$ cat src/design/ais_ram.sv
// Generic RAM: one write port, two read ports with registered read data.
module ais_ram #(
  parameter int WIDTH = 32,
  parameter int DEPTH = 64
) (
  input  logic                     clk,
  input  logic                     we,
  input  logic [$clog2(DEPTH)-1:0] waddr,
  input  logic [WIDTH-1:0]         wdata,
  input  logic [$clog2(DEPTH)-1:0] raddr0,
  input  logic [$clog2(DEPTH)-1:0] raddr1,
  output logic [WIDTH-1:0]         rdata0,
  output logic [WIDTH-1:0]         rdata1
);

  logic [WIDTH-1:0] mem [DEPTH];

  always_ff @(posedge clk) begin
    if (we) begin
      mem[waddr] <= wdata;
    end
    rdata0 <= mem[raddr0];
    rdata1 <= mem[raddr1];
  end

endmodule

$ cat config.mk
export PLATFORM = sky130hd
export DESIGN_NAME = ais_ram
export DESIGN_NICKNAME = d
export VERILOG_FILES = /design/src/design/ais_ram.sv
export SDC_FILE = /design/constraint.sdc
export NUM_CORES = 2
export LEC_CHECK = 0
export ABC_CLOCK_PERIOD_IN_PS = 10700
export BUFFER_PORTS_ARGS = -buffer_cell sky130_fd_sc_hd__clkbuf_2
export CORE_ASPECT_RATIO = 0.6
export CORE_MARGIN = 10
export CORE_UTILIZATION = 52
export DETAILED_ROUTE_END_ITERATION = 10
export PLACE_DENSITY = 0.65
export SLEW_MARGIN = 20
export SYNTH_ARGS = -nofsm -noshare
export SYNTH_HDL_FRONTEND = slang
export SYNTH_SLANG_ARGS = --single-unit
$ cat constraint.sdc
create_clock -name clk -period 10.7 [get_ports clk]
set_input_delay 1.07 -clock clk [delete_from_list [all_inputs] [get_ports clk]]
set_output_delay 1.07 -clock clk [all_outputs]
set_load 0.02 [all_outputs]
==> flow_summary.ini <==
[global_route]
grt_max_degree = 107
grt_pass1_vias = 52180
grt-busiest-layer = met1
overflow = 0
grtUsageTotal_pct = 29.64
antenna_found_initial = 23
globalRouteMet3Util_pct = 10.66
grt_pass1_wl_um = 424200
grtUsageMet2_pct = 40.38
met1_usage_pct = 45.09

[sta]
clock_skew_ps = 40.02
setup_violations = 0
period_share_pct = 37.55
setup_ws_ps = 6683
tightest_slew_ps = 1201
max_slew_margin_pct = 19.96
hold_viol = 0
whs_ps = 754.4
fin_crit_ps = 4017
tns_ps = 0
grt_setup_unrepaired = false
fmax_mhz = 248.9
maxSlewViolCount = 0

[layout]
stdcell_area_um2 = 105900
final_layout_size_suffix_gt1_share_pct = 38.09
syn_to_final_growth_pct = 10.67
final_nets = 4576

[cts]
cts-root-buf = clkbuf_16
cts_tree = built
h-tree-depth = 4
clk_pin_slew_ps = 70
clock-sinks = 2112
cts_buffers = 200
cts_buffer_depth = 4
insertion_delay_ps = 860
cts_hold_buf = 0
cts_resized = 0
post_cts_buffers = 0

[synthesis]
syn_inst = 4412
synth_cell_types = 38
async_flop_share_pct = 0
syn_area_per_cell_um2 = 21.68
synthFlopType = edfxtp_1
synth_edf_count = 2048
netlist_area_um2 = 95660
syn-num-nets = 4464
yosys_warnings = 0
synth_sequential_area_ratio_pct = 65.63
ys_ff_latch = 2112

[placement]
placed_area_um2 = 99370
pre_cts_slack_ps = 5787
hpwl_um = 173100
portBuffers = 115
gp_congestion = 0.8393

[critical_path]
crit_fanout = 88
worst-path-buf-inv = 3
crit_type = in2reg
crit_slowest_cell = mux4_2
required_ps = 11410
endpoint_kind = flop
ff2ff_path_depth = 4
cp_cell_sequence = buf_8, buf_12, buf_12, mux4_2, mux4_2, o22ai_1, a21oi_1
path_depth = 7
cp-start-kind = input port
cp_top_family = buffers and inverters
cp.arrival_ps = 4720
worst_path_largest_cell_delay_ps = 620

[min_path]
holdCritPathClass = in2reg
whs_path_depth = 1

[floorplan]
die_width_um = 573.7
ioPinCount = 116
die_y_um = 352.2
core-area_um2 = 182100
initial_core_util_pct = 52.52
placementRows = 121
die_area_um2 = 202100

[run]
drv_cap = 0

[routing]
vias = 53200
drt_iter0_markers = 9232
routed_via_density = 7.445
drc = 0
drtAntennaViolNets = 0
wl_per_cell_um = 42.74
drt-pass1-iter-count = 6
routed_wl_um = 305500

[pwr]
vdd_drop_max_mv = 0.1423
leakage_nw = 32.99
power_density_nw_per_um2 = 168.5

[status]
status = complete, no violations
layout make-up:
cell class | count | area (µm²)
flip-flops and latches | 2112 | 62780
inverters | 1 | 3.754
clock buffers | 251 | 5349
multi-input cells | 1952 | 31670
clock inverters | 108 | 1064
repair buffers | 257 | 1916
well taps | 2460 | 3078
fillers | 13040 | 76260
diodes | 5 | 12.51
Yosys cell counts (31+ instances only):
cell type     n  area (µm²)
edfxtp_1   2048       61500
mux4_2     1124       25310
mux2i_1     204        2042
clkbuf_1    135       506.7
buf_2       121       605.6
nor2_1       94       352.8
nand2_1      93       349.1
a22oi_1      85       638.1
dfxtp_1      64        1281
a21oi_1      58       290.3
o22ai_1      56       350.3
buf_4        55       412.9
mux2_2       36       405.4
o21ai_1      31       155.2
flip-flops by register name, indices dropped and copies added (netlist names):
name    cells
mem      2048
rdata1     32
rdata0     32
final timing paths:
| path | startpoint | endpoint | slack (ps) |
|---|---|---|---|
| max | raddr1[0] | rdata1[9]$_DFF_P_ | 6680 |
| min | wdata[29] | mem[50][29]$_DFFE_PP_ | 750 |
| max reg2reg | mem[53][18]$_DFFE_PP_ | rdata1[18]$_DFF_P_ | 8420 |
| min reg2reg | mem[39][7]$_DFFE_PP_ | rdata0[7]$_DFF_P_ | 850 |
through the flow:
stage	power (mW)	instances	utilization [%]
global placement	10.84	6779	54.55
finish	17.84	7146	58.13
global route	18.32	7144	58.13
detailed placement	10.85	6779	54.56
floorplan	10.28	4412	-
CTS	17.88	7138	58.08
worst reg2reg max path: cells and delay by family (launching register included):
| kind | cells | cell delay [ps] |
|---|---|---|
| AOI/OAI and AO/OA | 1 | 390 |
| and+or+nand+nor | 1 | 240 |
| DFF | 1 | 400 |
| muxes | 2 | 1060 |
cell usage in the layout, fill, tap and decap left out, types with 9 or more instances in the layout:
cell type,Yosys,layout
o221ai_1,16,16
nand2_1,93,91
mux2_2,36,36
a211oi_1,15,15
buf_2,121,9
clkinv_1,0,37
a221oi_1,13,13
nor2_1,94,31
mux4_2,1124,1124
a22oi_1,85,85
edfxtp_1,2048,2048
o211ai_1,27,27
clkinv_2,0,38
clkbuf_2,0,86
dfxtp_1,64,64
buf_12,0,14
nor2_4,0,63
mux2i_1,204,204
clkbuf_8,0,11
clkbuf_16,0,202
nand3_1,9,9
buf_4,55,139
o22ai_1,56,56
a32oi_1,9,9
a21oi_1,58,58
o32a_1,9,9
nor2b_1,19,13
clkbuf_1,135,38
o21ai_0,18,18
bufinv_16,0,21
o21ai_1,31,31
logic make-up after synthesis:
| kind of cell | Yosys count | synth area share (%) |
|---|---|---|
| AND/OR/NAND/NOR | 248 | 1.133 |
| flip-flops | 2112 | 65.63 |
| AO/OA/AOI/OAI | 340 | 2.392 |
| multiplexers | 1364 | 29.02 |
| buffers and inverters | 348 | 1.826 |
power by group:
group | switching [mW] | internal (mW) | total [mW]
combinational | 0.869 | 0.589 | 1.46
sequential | 0.0629 | 9.16 | 9.22
clock | 3.12 | 4.04 | 7.16
per-layer routing:
metal / wire length [µm] / up-vias / part of all wire, %
met5: 52 / - / 0.017
met4: 9668 / 8 / 3.2
met3: 48150 / 609 / 16
met2: 128100 / 4423 / 42
met1: 119500 / 28430 / 39
li1: - / 19730 / -
(Power assumes the default switching activity.)
